File: config.mk
export PLATFORM = sky130hd
export DESIGN_NAME = turn_indicator_self_cancel_flat
export DESIGN_NICKNAME = d
export VERILOG_FILES = /design/src/hdl/tis_pkg.sv /design/src/hdl/tis_chan_if.sv /design/src/hdl/turn_indicator_self_cancel.sv /design/src/hdl/tis_csr.sv /design/src/flat_wrapper.sv
export SDC_FILE = /design/constraint.sdc
export NUM_CORES = 1
export LEC_CHECK = 0
export ABC_AREA = 1
export BUFFER_PORTS_ARGS = -buffer_cell sky130_fd_sc_hd__buf_2
export CAP_MARGIN = 25
export CORE_UTILIZATION = 34
export DETAILED_ROUTE_END_ITERATION = 10
export GPL_ROUTABILITY_DRIVEN = 0
export GPL_TIMING_DRIVEN = 1
export SLEW_MARGIN = 10
export SYNTH_ARGS = -nofsm -noshare
export SYNTH_HDL_FRONTEND = slang
export SYNTH_HIERARCHICAL = 1
export SYNTH_SLANG_ARGS = --single-unit
File: constraint.sdc
create_clock -name clock -period 4.3 [get_ports clock]
set_input_delay 0.43 -clock clock [delete_from_list [all_inputs] [get_ports clock]]
set_output_delay 0.43 -clock clock [all_outputs]
set_load 0.05 [all_outputs]
File: src/hdl/tis_pkg.sv
// Package for the turn indicator with steering self-cancel.
// Holds the side codes, the register map and the configuration record.
// No dependencies.
package tis_pkg;

   // Width of the configuration port
   localparam int CSR_IDX_W  = 3;
   localparam int CSR_DATA_W = 32;

   // Fixed widths of the configuration registers
   localparam int CFG_HP_W  = 32;
   localparam int CFG_THR_W = 12;

   // Register indexes
   localparam logic [CSR_IDX_W-1:0] CSR_HALF_PERIOD  = 3'd0;
   localparam logic [CSR_IDX_W-1:0] CSR_LEFT_THR     = 3'd1;
   localparam logic [CSR_IDX_W-1:0] CSR_CENTRE_LOW   = 3'd2;
   localparam logic [CSR_IDX_W-1:0] CSR_CENTRE_HIGH  = 3'd3;
   localparam logic [CSR_IDX_W-1:0] CSR_RIGHT_THR    = 3'd4;
   localparam logic [CSR_IDX_W-1:0] CSR_STEER_REV    = 3'd5;

   // Register reset values
   localparam logic [CFG_HP_W-1:0]  RST_HALF_PERIOD = 32'd50000000;
   localparam logic [CFG_THR_W-1:0] RST_LEFT_THR    = 12'd1400;
   localparam logic [CFG_THR_W-1:0] RST_CENTRE_LOW  = 12'd1800;
   localparam logic [CFG_THR_W-1:0] RST_CENTRE_HIGH = 12'd2300;
   localparam logic [CFG_THR_W-1:0] RST_RIGHT_THR   = 12'd2700;

   // Selected side, also the direction code of a result item
   typedef enum logic [1:0] {
      SIDE_NONE  = 2'd0,
      SIDE_LEFT  = 2'd1,
      SIDE_RIGHT = 2'd2
   } side_type;

   // Configuration as seen by the datapath
   typedef struct packed {
      logic [CFG_HP_W-1:0]  blink_half_period;
      logic [CFG_THR_W-1:0] left_threshold;
      logic [CFG_THR_W-1:0] centre_low;
      logic [CFG_THR_W-1:0] centre_high;
      logic [CFG_THR_W-1:0] right_threshold;
      logic                 steering_reversed;
   } cfg_type;

endpackage

File: src/hdl/tis_chan_if.sv
// Channel interfaces of the turn indicator: poll samples, results and
// register writes. Depends on tis_pkg for the register port widths.
interface tis_req_if #(parameter int ADC_BITS = 12, parameter int TIMER_BITS = 32);
   logic                  valid;
   logic                  ready;
   logic                  left_switch;
   logic                  right_switch;
   logic [ADC_BITS-1:0]   steering_raw;
   logic [TIMER_BITS-1:0] timestamp;

   modport source (output valid, left_switch, right_switch, steering_raw, timestamp,
                   input ready);
   modport sink   (input valid, left_switch, right_switch, steering_raw, timestamp,
                   output ready);
endinterface

interface tis_rsp_if;
   logic       valid;
   logic       ready;
   logic       left_lamp;
   logic       right_lamp;
   logic       buzzer;
   logic [1:0] direction;

   modport source (output valid, left_lamp, right_lamp, buzzer, direction, input ready);
   modport sink   (input valid, left_lamp, right_lamp, buzzer, direction, output ready);
endinterface

interface tis_csr_if;
   logic                            valid;
   logic                            ready;
   logic [tis_pkg::CSR_IDX_W-1:0]   index;
   logic [tis_pkg::CSR_DATA_W-1:0]  data;

   modport source (output valid, index, data, input ready);
   modport sink   (input valid, index, data, output ready);
endinterface

File: src/hdl/turn_indicator_self_cancel.sv
// Top level of the turn indicator with steering self-cancel.
// Depends on tis_pkg, the channel interfaces in tis_chan_if and tis_csr.
//
//   channel    role     item
//   req_chan   sink     switch levels, steering reading, timestamp
//   rsp_chan   source   left lamp, right lamp, buzzer, direction
//   csr_chan   sink     register index and write data
//
// One sample a cycle if not stalled; its result is registered next cycle.
// The state update and the result come from one pass of compare and subtract
// logic between the sample on the port and the state and output registers.
// A stalled result holds; a new sample is taken in the cycle it is drained.
// Reset is synchronous; registers are writable from the first cycle after it.
module turn_indicator_self_cancel #(
   parameter int TIMER_BITS = 32,
   parameter int ADC_BITS   = 12
) (
   input logic clock,
   input logic reset,
   tis_req_if.sink   req_chan,
   tis_rsp_if.source rsp_chan,
   tis_csr_if.sink   csr_chan
);
   import tis_pkg::*;

   localparam int CMP_W = (ADC_BITS > CFG_THR_W) ? ADC_BITS : CFG_THR_W;
   localparam int HP_W  = (TIMER_BITS > CFG_HP_W) ? TIMER_BITS : CFG_HP_W;

   cfg_type cfg;

   // State
   logic                  primed_ff;
   logic                  prev_left_ff,  prev_left_in;
   logic                  prev_right_ff, prev_right_in;
   side_type              side_ff,       side_in;
   logic                  seen_ff,       seen_in;
   logic                  phase_ff,      phase_in;
   logic [TIMER_BITS-1:0] last_ff,       last_in;

   // Result register
   logic     rsp_valid_ff;
   logic     left_lamp_ff,  left_lamp_in;
   logic     right_lamp_ff, right_lamp_in;
   logic     buzzer_ff,     buzzer_in;
   side_type direction_ff;

   // Datapath
   logic [ADC_BITS-1:0]   steer;
   logic [CMP_W-1:0]      steer_cmp;
   logic                  turned_left, turned_right, in_centre;
   logic                  left_edge, right_edge, restart;
   side_type              side_sel;
   logic                  seen_sel, phase_sel;
   logic [TIMER_BITS-1:0] last_sel, elapsed;
   logic                  due;
   logic                  accept;

   tis_csr u_csr (
      .clock    (clock),
      .reset    (reset),
      .csr_chan (csr_chan),
      .cfg      (cfg)
   );

   // Take a sample whenever the result register is free or being drained
   assign req_chan.ready = !rsp_valid_ff || rsp_chan.ready;
   assign accept         = req_chan.valid && req_chan.ready;

   assign rsp_chan.valid      = rsp_valid_ff;
   assign rsp_chan.left_lamp  = left_lamp_ff;
   assign rsp_chan.right_lamp = right_lamp_ff;
   assign rsp_chan.buzzer     = buzzer_ff;
   assign rsp_chan.direction  = direction_ff;

   // Steering position and its bands
   always_comb begin
      steer        = cfg.steering_reversed ? ~req_chan.steering_raw : req_chan.steering_raw;
      steer_cmp    = CMP_W'(steer);
      turned_left  = steer_cmp <= CMP_W'(cfg.left_threshold);
      turned_right = steer_cmp >= CMP_W'(cfg.right_threshold);
      in_centre    = (steer_cmp >= CMP_W'(cfg.centre_low)) &&
                     (steer_cmp <= CMP_W'(cfg.centre_high));
   end

   // Switch edges select a side and restart the blink; left wins
   always_comb begin
      left_edge  = prev_left_ff && !req_chan.left_switch;
      right_edge = !left_edge && prev_right_ff && !req_chan.right_switch;
      restart    = left_edge || right_edge;
      side_sel   = left_edge ? SIDE_LEFT : (right_edge ? SIDE_RIGHT : side_ff);
      seen_sel   = restart ? 1'b0 : seen_ff;
      phase_sel  = restart ? 1'b1 : phase_ff;
      last_sel   = restart ? req_chan.timestamp : last_ff;
      elapsed    = req_chan.timestamp - last_sel;
      due        = HP_W'(elapsed) >= HP_W'(cfg.blink_half_period);
   end

   // Blink, self-cancel and buzzer
   always_comb begin
      prev_left_in  = req_chan.left_switch;
      prev_right_in = req_chan.right_switch;
      side_in       = side_ff;
      seen_in       = seen_ff;
      phase_in      = phase_ff;
      last_in       = last_ff;
      buzzer_in     = 1'b0;
      left_lamp_in  = 1'b0;
      right_lamp_in = 1'b0;
      if (!primed_ff) begin
         // First sample only records history
         last_in = req_chan.timestamp;
      end else begin
         side_in  = side_sel;
         seen_in  = seen_sel;
         phase_in = phase_sel;
         last_in  = last_sel;
         if (side_sel == SIDE_NONE) begin
            phase_in = 1'b0;
         end else if (due) begin
            last_in  = req_chan.timestamp;
            phase_in = !phase_sel;
         end
         if (side_sel == SIDE_LEFT) begin
            seen_in   = seen_sel || turned_left;
            buzzer_in = turned_right;
         end else if (side_sel == SIDE_RIGHT) begin
            seen_in   = seen_sel || turned_right;
            buzzer_in = turned_left;
         end
         if (side_sel != SIDE_NONE && seen_in && in_centre) begin
            side_in   = SIDE_NONE;
            phase_in  = 1'b0;
            buzzer_in = 1'b0;
         end
         left_lamp_in  = (side_in == SIDE_LEFT)  && phase_in;
         right_lamp_in = (side_in == SIDE_RIGHT) && phase_in;
      end
   end

   // Advance state on each accepted item
   always_ff @(posedge clock) begin
      if (reset) begin
         primed_ff     <= 1'b0;
         prev_left_ff  <= 1'b1;
         prev_right_ff <= 1'b1;
         side_ff       <= SIDE_NONE;
         seen_ff       <= 1'b0;
         phase_ff      <= 1'b0;
         last_ff       <= '0;
      end else if (accept) begin
         primed_ff     <= 1'b1;
         prev_left_ff  <= prev_left_in;
         prev_right_ff <= prev_right_in;
         side_ff       <= side_in;
         seen_ff       <= seen_in;
         phase_ff      <= phase_in;
         last_ff       <= last_in;
      end
   end

   // Hold the result until taken
   always_ff @(posedge clock) begin
      if (reset) begin
         rsp_valid_ff <= 1'b0;
      end else if (accept) begin
         rsp_valid_ff <= 1'b1;
      end else if (rsp_chan.ready) begin
         rsp_valid_ff <= 1'b0;
      end
   end

   always_ff @(posedge clock) begin
      if (accept) begin
         left_lamp_ff  <= left_lamp_in;
         right_lamp_ff <= right_lamp_in;
         buzzer_ff     <= buzzer_in;
         direction_ff  <= side_in;
      end
   end

`ifndef SYNTH
   a_one_lamp: assert property (@(posedge clock) disable iff (reset)
      rsp_valid_ff |-> !(left_lamp_ff && right_lamp_ff))
      else $error("both lamps lit");

   a_lamp_side: assert property (@(posedge clock) disable iff (reset)
      rsp_valid_ff && (left_lamp_ff || right_lamp_ff) |->
         ((left_lamp_ff && direction_ff == SIDE_LEFT) ||
          (right_lamp_ff && direction_ff == SIDE_RIGHT)))
      else $error("lamp lit on the unselected side");

   a_buzz_active: assert property (@(posedge clock) disable iff (reset)
      rsp_valid_ff && buzzer_ff |-> direction_ff != SIDE_NONE)
      else $error("buzzer with no side selected");

   a_prime: assert property (@(posedge clock) disable iff (reset)
      accept && !primed_ff |=> primed_ff && rsp_valid_ff && !left_lamp_ff &&
                               !right_lamp_ff && !buzzer_ff)
      else $error("priming sample mishandled");

   a_idle_dark: assert property (@(posedge clock) disable iff (reset)
      side_ff == SIDE_NONE |-> !phase_ff)
      else $error("blink phase set with no side selected");
`endif

endmodule

File: src/hdl/tis_csr.sv
// Configuration register file of the turn indicator.
// Depends on tis_pkg and the tis_csr_if channel.
module tis_csr (
   input  logic             clock,
   input  logic             reset,
   tis_csr_if.sink          csr_chan,
   output tis_pkg::cfg_type cfg
);
   import tis_pkg::*;

   cfg_type cfg_ff;

   // Writes are always taken
   assign csr_chan.ready = 1'b1;
   assign cfg            = cfg_ff;

   // Load the addressed register; drop writes beyond the map
   always_ff @(posedge clock) begin
      if (reset) begin
         cfg_ff.blink_half_period <= RST_HALF_PERIOD;
         cfg_ff.left_threshold    <= RST_LEFT_THR;
         cfg_ff.centre_low        <= RST_CENTRE_LOW;
         cfg_ff.centre_high       <= RST_CENTRE_HIGH;
         cfg_ff.right_threshold   <= RST_RIGHT_THR;
         cfg_ff.steering_reversed <= 1'b0;
      end else if (csr_chan.valid) begin
         case (csr_chan.index)
            CSR_HALF_PERIOD: cfg_ff.blink_half_period <= csr_chan.data[CFG_HP_W-1:0];
            CSR_LEFT_THR:    cfg_ff.left_threshold    <= csr_chan.data[CFG_THR_W-1:0];
            CSR_CENTRE_LOW:  cfg_ff.centre_low        <= csr_chan.data[CFG_THR_W-1:0];
            CSR_CENTRE_HIGH: cfg_ff.centre_high       <= csr_chan.data[CFG_THR_W-1:0];
            CSR_RIGHT_THR:   cfg_ff.right_threshold   <= csr_chan.data[CFG_THR_W-1:0];
            CSR_STEER_REV:   cfg_ff.steering_reversed <= csr_chan.data[0];
            default: ;
         endcase
      end
   end

endmodule
File: src/flat_wrapper.sv
// flat-port wrapper written by rule: the top's interface ports become plain ports
module turn_indicator_self_cancel_flat import tis_pkg::*;
#(
   parameter int TIMER_BITS = 32,
   parameter int ADC_BITS   = 12
)
  (clock, reset, req_chan_valid, req_chan_left_switch, req_chan_right_switch, req_chan_steering_raw, req_chan_timestamp, req_chan_ready, rsp_chan_valid, rsp_chan_left_lamp, rsp_chan_right_lamp, rsp_chan_buzzer, rsp_chan_direction, rsp_chan_ready, csr_chan_valid, csr_chan_index, csr_chan_data, csr_chan_ready);
  tis_req_if #(.ADC_BITS(ADC_BITS), .TIMER_BITS(TIMER_BITS)) req_chan_i ();
  tis_rsp_if rsp_chan_i ();
  tis_csr_if csr_chan_i ();
  input logic clock;
  input logic reset;
  input wire logic [$bits(req_chan_i.valid)-1:0] req_chan_valid;
  input wire logic [$bits(req_chan_i.left_switch)-1:0] req_chan_left_switch;
  input wire logic [$bits(req_chan_i.right_switch)-1:0] req_chan_right_switch;
  input wire logic [$bits(req_chan_i.steering_raw)-1:0] req_chan_steering_raw;
  input wire logic [$bits(req_chan_i.timestamp)-1:0] req_chan_timestamp;
  output wire logic [$bits(req_chan_i.ready)-1:0] req_chan_ready;
  output wire logic [$bits(rsp_chan_i.valid)-1:0] rsp_chan_valid;
  output wire logic [$bits(rsp_chan_i.left_lamp)-1:0] rsp_chan_left_lamp;
  output wire logic [$bits(rsp_chan_i.right_lamp)-1:0] rsp_chan_right_lamp;
  output wire logic [$bits(rsp_chan_i.buzzer)-1:0] rsp_chan_buzzer;
  output wire logic [$bits(rsp_chan_i.direction)-1:0] rsp_chan_direction;
  input wire logic [$bits(rsp_chan_i.ready)-1:0] rsp_chan_ready;
  input wire logic [$bits(csr_chan_i.valid)-1:0] csr_chan_valid;
  input wire logic [$bits(csr_chan_i.index)-1:0] csr_chan_index;
  input wire logic [$bits(csr_chan_i.data)-1:0] csr_chan_data;
  output wire logic [$bits(csr_chan_i.ready)-1:0] csr_chan_ready;
  assign req_chan_i.valid = req_chan_valid;
  assign req_chan_i.left_switch = req_chan_left_switch;
  assign req_chan_i.right_switch = req_chan_right_switch;
  assign req_chan_i.steering_raw = req_chan_steering_raw;
  assign req_chan_i.timestamp = req_chan_timestamp;
  assign req_chan_ready = req_chan_i.ready;
  assign rsp_chan_valid = rsp_chan_i.valid;
  assign rsp_chan_left_lamp = rsp_chan_i.left_lamp;
  assign rsp_chan_right_lamp = rsp_chan_i.right_lamp;
  assign rsp_chan_buzzer = rsp_chan_i.buzzer;
  assign rsp_chan_direction = rsp_chan_i.direction;
  assign rsp_chan_i.ready = rsp_chan_ready;
  assign csr_chan_i.valid = csr_chan_valid;
  assign csr_chan_i.index = csr_chan_index;
  assign csr_chan_i.data = csr_chan_data;
  assign csr_chan_ready = csr_chan_i.ready;
  turn_indicator_self_cancel #(.TIMER_BITS(TIMER_BITS), .ADC_BITS(ADC_BITS)) u_core (.clock(clock), .reset(reset), .req_chan(req_chan_i), .rsp_chan(rsp_chan_i), .csr_chan(csr_chan_i));
endmodule
After elaboration in Yosys (flattened, before gate mapping):

Cells that the tools add are included.

* output and inout bits: 8
* register bits after elaboration: 126
* word-level logic and storage cells: 88

* equal/unequal tests: 9
* mux-type cells: 23
* reduce and logical (&&, ||, !) cells: 30
* $lt $le $gt $ge: 5
* add/sub/neg operators: 1
* bitwise logic cells: 2

Operator list (number)
* $mux W32: 4
* $ge A32 B32 Y1: 1
* $sub A32 B32 Y32: 1
* $ge A12 B12 Y1: 2
* $le A12 B12 Y1: 2
* $reduce_and A2 Y1: 7
* $mux W1: 13
* $mux W12: 1
* $not A12 Y12: 1
* $mux W2: 5
* $logic_and A1 B1 Y1: 9
* $eq A3 B2 Y1 const B: 2
* $eq A3 B3 Y1 const B: 2
* $logic_not A1 Y1: 5
* $eq A2 B1 Y1 const B: 2
* $eq A2 B2 Y1 const B: 2
* $logic_or A1 B1 Y1: 4
* $reduce_bool A2 Y1: 2
* $eq A3 B1 Y1 const B: 1
* $logic_not A3 Y1: 1
* $logic_not A2 Y1: 1
* $reduce_or A2 Y1: 1
* $not A1 Y1: 1

Longest topological paths before layout:

* depth in word-level cells: 17
* depth in mapped cells: 35

By module:

The synthesis kept the hierarchy.

Modules (own cells, without submodules)
* turn_indicator_self_cancel: cells an instance 1133, seq. area each 950.9 um^2, instances 1, area an instance 6845.3 um^2
* tis_csr: cells an instance 444, seq. area each 1621.6 um^2, instances 1, area an instance 3136.8 um^2

Least setup slack after synthesis:

OpenSTA, ideal clock, no wires.

* path type: input to register
* start: input port req_chan_left_switch
* end: register u_core.last_ff[10]
* setup slack: 327 ps
* library setup time: 132 ps
* arrival time: 3840 ps
* stages on the path: 31
* cell sequence: inv_1 -> nand2_2 -> nand2_4 -> inv_2 -> clkbuf_1 -> or2_2 -> o21ai_0 -> ha_1 -> a21oi_1 -> inv_1 -> a31oi_1 -> o21ai_0 -> inv_1 -> nor2_1 -> a211oi_1 -> nand2_1 -> nand2_1 -> nand2_1 -> ha_1 -> nand2_1 -> nor2_1 -> nand2_1 -> nor2_1 -> nand4_1 -> nand3_1 -> nand2_2 -> nand2_2 -> buf_2 -> nand2_1 -> nand3_1 -> a21oi_1

* word-level cells in the longest chain between the ends: 12
* elaborated cells on any way between the ends: 15

Ends and longest elaborated chain
* start, declared: RTL line flat_wrapper.sv:14 `input wire logic [$bits(req_chan_i.left_switch)-1:0] req_chan_left_switch;`
* $logic_not A1 Y1 *: RTL line turn_indicator_self_cancel.sv:87 `left_edge = prev_left_ff && !req_chan.left_switch;`
* $logic_and A1 B1 Y1 *: RTL line turn_indicator_self_cancel.sv:87
* $logic_not A1 Y1: RTL line turn_indicator_self_cancel.sv:88 `right_edge = !left_edge && prev_right_ff && !req_chan.right_switch;`
* $logic_and A1 B1 Y1 (2 in a row): RTL line turn_indicator_self_cancel.sv:88
* $logic_or A1 B1 Y1: RTL line turn_indicator_self_cancel.sv:89 `restart = left_edge || right_edge;`
* $mux W32: RTL line turn_indicator_self_cancel.sv:93 `last_sel = restart ? req_chan.timestamp : last_ff;`
* $sub A32 B32 Y32: RTL line turn_indicator_self_cancel.sv:94 `elapsed = req_chan.timestamp - last_sel;`
* $ge A32 B32 Y1: RTL line turn_indicator_self_cancel.sv:95 `due = HP_W'(elapsed) >= HP_W'(cfg.blink_half_period);`
* $mux W32: RTL line turn_indicator_self_cancel.sv:119 `end else if (due) begin`
* $mux W32 *: RTL line turn_indicator_self_cancel.sv:117 `if (side_sel == SIDE_NONE) begin`
* $mux W32 *: RTL line turn_indicator_self_cancel.sv:109 `if (!primed_ff) begin`
* end signal, assigned: RTL line turn_indicator_self_cancel.sv:157 `last_ff <= last_in;`
* end, declared: RTL line turn_indicator_self_cancel.sv:38 `logic [TIMER_BITS-1:0] last_ff, last_in;`

Every way passes the cells marked *; elsewhere a longest branch is shown, timed or not.
A chain may end at the register's enable or synchronous reset.

Worst setup path after layout:

* start: register u_core.prev_left_ff
* end: register u_core.last_ff[13]

* word-level cells in the longest chain between the ends: 11
* elaborated cells on any way between the ends: 14

Ends and longest elaborated chain
* start, declared: RTL line turn_indicator_self_cancel.sv:33 `logic prev_left_ff, prev_left_in;`
* start signal, assigned: RTL line turn_indicator_self_cancel.sv:152 `prev_left_ff <= prev_left_in;`
* $logic_and A1 B1 Y1 *: RTL line turn_indicator_self_cancel.sv:87
* $logic_not A1 Y1: RTL line turn_indicator_self_cancel.sv:88
* $logic_and A1 B1 Y1 (2 in a row): RTL line turn_indicator_self_cancel.sv:88
* $logic_or A1 B1 Y1: RTL line turn_indicator_self_cancel.sv:89
* $mux W32: RTL line turn_indicator_self_cancel.sv:93
* $sub A32 B32 Y32: RTL line turn_indicator_self_cancel.sv:94
* $ge A32 B32 Y1: RTL line turn_indicator_self_cancel.sv:95
* $mux W32: RTL line turn_indicator_self_cancel.sv:119
* $mux W32 *: RTL line turn_indicator_self_cancel.sv:117
* $mux W32 *: RTL line turn_indicator_self_cancel.sv:109

Marks and branches as above.

==> run summary <==
The combinational family with the most area after synthesis is simple AND/OR/NAND/NOR gates. The mean number of vias per cell came out at between 4 and 5. The initial antenna violation count came out at 0. The critical path starts at u_core/prev_left_ff$_SDFFE_PP1P_. The number of sinks handled by clock tree synthesis came out at 126. The area of the die is roughly 30000 µm². The post-detailed-placement cell area came out at about 11000 µm². The wire length of the first global-routing pass came out at 48.5 mm. The number of max-slew violations in the final report came out at 0. The achievable clock frequency is 242 MHz. The global-route usage over all layers is 19.9%.

Of the total synthesized cell area, the portion taken by XOR and XNOR cells is roughly 2.6%. The number of port buffers came out at 92. CTS placed an instance of sky130_fd_sc_hd__clkbuf_16 at the clock tree root. The instance count of the mapped netlist is around 1600. The number of hold violations in the final report came out at 0. With fillers left out, the area of the finished cells amounts to roughly 13000 µm².

The fraction of synthesized area in multiplexers came out at 0%. The area share of and/or/nand/nor cells after synthesis came out at 35.3%. The total congestion overflow came out at 0. The fraction of layout cells with a size suffix above 1 is between 20% and 30%. Synthesis produced a netlist with a net count of 1769. The post-layout minimum cycle time came out at approximately 4100 ps. The worst-case vdd ir drop is a little under 300 µV.

The type of origin of the critical path is a flip-flop. The mean routed wirelength per cell came out at roughly 14 µm. The share of flip-flops with an asynchronous set or reset after synthesis is 0%.

In this run the power density over the cells is 369 nW/µm². The Yosys warning count came out at 6. The area added between synthesis and finish is 27.0%.

The data arrival time at the worst-slack endpoint came out at 4420 ps. The sequential fraction of the synthesis area is approximately a quarter. The max capacitance violation total came out at 0. The die height came out at approximately 170 µm. The final HPWL from detailed placement came out at between 20 and 25 mm. For this configuration, the core starts out at a cell density of roughly a third. Along the worst path, the maximum fanout reaches 16. In this run the worst hold path is classified as primary input to flip-flop. The flow ran to the end, and the final reports show no timing, DRC or antenna violations. The number of H-tree levels is 4.

The nature of the critical path endpoint is a flip-flop. The pin count of the biggest net entering global routing came out at between 40 and 50. TritonCTS built the clock tree. The mean instance size in the synthesized netlist is 6.33 µm². The site row count is 62. The via total after detailed routing is approximately 11000.

The deepest clock path buffer count came out at 2. The starting DRC count in detailed routing is 910. The remaining antenna violation count after routing came out at 0. The register clock-pin slew on the reported worst setup and hold paths is 70 ps. The detailed-route DRC error count came out at 0.

The post-layout net count came out at a little under 2000. The startpoint identified for the worst register-to-register timing path is u_core/prev_left_ff$_SDFFE_PP1P_. STA puts the critical path data required time at approximately 4600 ps.

The worst reg2reg path depth is 27. In this run the tightest slew margin relative to its limit is 34.2%. The worst clock skew is approximately 12 ps. The total iterations of the first detailed-routing run is 8.

The slew at the pin with the worst max-slew slack is just under 1000 ps. By startpoint and endpoint, the worst setup path is classified as flip-flop to flip-flop. For flop-to-flop paths, the worst setup slack is around 170 ps. The worst path uses a little over nine tenths of the clock period. Buffers inserted to repair hold after CTS numbered 0. The via count of the first global-routing pass is between 9000 and 10000. Clock latency on the worst-skew pair, taken at its later pin, is around 430 ps. The pre-CTS setup slack is -305 ps. Summing the areas of all compound-gate instances in the mapped netlist gives a little under an eighth of the synthesized area. The post-synthesis instance area came out at around 10000 µm².

After synthesis the netlist holds a flip-flop and latch count of roughly 130. The reg-to-reg endpoint is u_core/last_ff[13]$_SDFFE_PP0P_. Yosys mapped a number of flops with a built-in enable equal to 5. The setup slack of the critical path after layout is about 170 ps. The repair_antennas step left the layout with diodes totalling 0. Following the worst setup path forward leads to its endpoint at u_core/last_ff[13]$_SDFFE_PP0P_. The count of cell types in the netlist is 47. The setup-violating endpoint count in the final report came out at 0.

The final layout contains routed wiring with a total length of a little over 30 mm. The core box area is between 20000 and 30000 µm². In the synthesized netlist the dominant register cell turns out to be sky130_fd_sc_hd__dfxtp_1. The adder-cell share of the synthesized area came out at a little over an eighth.

Measured along the x axis, the die boundary spans between 150 and 200 µm. Buffers inserted during clock tree synthesis total 17. The static power due to leakage came out at approximately 6.5 nW. During I/O placement, the number of pins put on the boundary was 94.
==> cells by family (layout without fill, tap and decap cells) <==
kind of cell             after synthesis  after routing
adder cells (fa/ha/maj)              106            106
buffers and inverters                288            472
AO/OA/AOI/OAI                        207            207
flip-flops                           126            126
XOR/XNOR                              30             30
other                                  1              1
AND/OR/NAND/NOR                      819            819
==> power breakdown <==
group,internal [mW],switching (mW)
clock network,0.792,0.700
registers,1.24,0.0382
logic,0.788,1.12
total,2.82,1.86
==> per-layer routing <==
metal  GRT usage, %  vias to the layer above  wire (µm)
li1               -                     5401          -
met1           30.1                     4787      15400
met2           29.2                      320      13100
met3           3.11                       21       1880
met4           4.50                        0        272
met5              0                        -          0
==> Yosys cell counts (13+ instances only) <==
library cell,n,area share (%)
sky130_fd_sc_hd__ha_1,106,13
sky130_fd_sc_hd__a21oi_1,102,5.1
sky130_fd_sc_hd__inv_1,226,8.5
sky130_fd_sc_hd__xor2_1,28,2.5
sky130_fd_sc_hd__nand2_1,388,15
sky130_fd_sc_hd__buf_2,17,0.85
sky130_fd_sc_hd__dfxtp_1,121,24
sky130_fd_sc_hd__nor2_1,178,6.7
sky130_fd_sc_hd__nor3_1,13,0.65
sky130_fd_sc_hd__nand2_2,17,1.1
sky130_fd_sc_hd__nand3_1,181,9.1
sky130_fd_sc_hd__clkbuf_1,21,0.79
sky130_fd_sc_hd__o21ai_0,58,2.9
==> placed cells by master (no fill, tap or decap), drive strengths merged, types with 6 or more instances in the layout <==
cell type / synthesis / layout
a21oi: 102 / 102
a31oi: 11 / 11
buf: 31 / 200
clkbuf: 21 / 21
clkinv: 1 / 7
dfxtp: 121 / 121
ha: 106 / 106
inv: 235 / 243
nand2: 411 / 411
nand3: 183 / 183
nand4: 10 / 10
nor2: 190 / 190
nor3: 14 / 14
o21ai: 65 / 65
o21bai: 6 / 6
xor2: 28 / 28
==> critical path, stage by stage (launching register included) <==
cell	delay (ps)
sky130_fd_sc_hd__dfxtp_2	330
sky130_fd_sc_hd__nand2_2	90
sky130_fd_sc_hd__nand2_4	100
sky130_fd_sc_hd__buf_12	170
sky130_fd_sc_hd__buf_4	160
sky130_fd_sc_hd__o21ai_0	350
sky130_fd_sc_hd__ha_1	360
sky130_fd_sc_hd__inv_1	160
sky130_fd_sc_hd__nor3_1	80
sky130_fd_sc_hd__nand2_1	90
sky130_fd_sc_hd__nor2_1	70
sky130_fd_sc_hd__nor3_2	270
sky130_fd_sc_hd__nand2_1	80
sky130_fd_sc_hd__nand2_1	80
sky130_fd_sc_hd__nand2_2	70
sky130_fd_sc_hd__ha_4	280
sky130_fd_sc_hd__nand2_2	70
sky130_fd_sc_hd__nor2_4	120
sky130_fd_sc_hd__nand2_2	90
sky130_fd_sc_hd__nor2_4	100
sky130_fd_sc_hd__nand4_1	130
sky130_fd_sc_hd__nand3_4	170
sky130_fd_sc_hd__nand2_8	90
sky130_fd_sc_hd__nand2_8	120
sky130_fd_sc_hd__clkbuf_16	170
sky130_fd_sc_hd__nand2_1	50
sky130_fd_sc_hd__nand3_1	70
sky130_fd_sc_hd__a21oi_1	60
==> metrics by stage <==
step | util [%] | setup TNS, ps | hold slack [ps] | std cells | total power [mW]
final | 44.1 | 0 | 218 | 2145 | 4.68
after global routing | 44.1 | -2070 | 211 | 2145 | 4.98
after CTS | 42.0 | 0 | 212 | 2135 | 4.47
after detailed placement | 39.9 | -8850 | 446 | 2103 | 2.95
after global placement | 39.8 | -4710 | 441 | 2102 | 2.92
after floorplan | - | 0 | 429 | 1577 | 2.35
==> how the worst min path moves through the flow <==
stage,start,to,slack [ps],cells after the start
detailed placement,u_core/u_csr/cfg[24]$_SDFFE_PP1P_,u_core/u_csr/cfg[24]$_SDFFE_PP1P_,450,2
finish,csr_chan_data[20],u_core/u_csr/cfg[69]$_SDFFE_PP1P_,220,3
floorplan,u_core/u_csr/cfg[15]$_SDFFE_PP1P_,u_core/u_csr/cfg[15]$_SDFFE_PP1P_,430,2
CTS,csr_chan_data[22],u_core/u_csr/cfg[71]$_SDFFE_PP1P_,210,3
global route,csr_chan_data[23],u_core/u_csr/cfg[72]$_SDFFE_PP1P_,210,3
global placement,u_core/u_csr/cfg[16]$_SDFFE_PP1P_,u_core/u_csr/cfg[16]$_SDFFE_PP1P_,440,2
==> sequential cells by signal (all words and copies together) (netlist names), 2 cells and up <==
register,cells
u_core/last_ff,32
u_core/rsp_chan.direction,2
u_core/u_csr/cfg,81
u_core/side_ff,2
==> cell type report <==
type / instances / area (µm²)
clock buffer: 17 / 425
fill: 3036 / 16100
sequential: 126 / 2570
clock inverter: 15 / 188
multi-input combinational: 1163 / 6680
tap: 384 / 480
timing repair buffer: 204 / 1440
inverter: 236 / 888
==> what timing repair did <==
action	CTS	global route
setup buffers	0	4
cloned	0	5
pin swaps	1	29
resized for setup	3	113
setup endpoints to repair	29	35
Note: power is estimated with default switching activity, not from simulation.
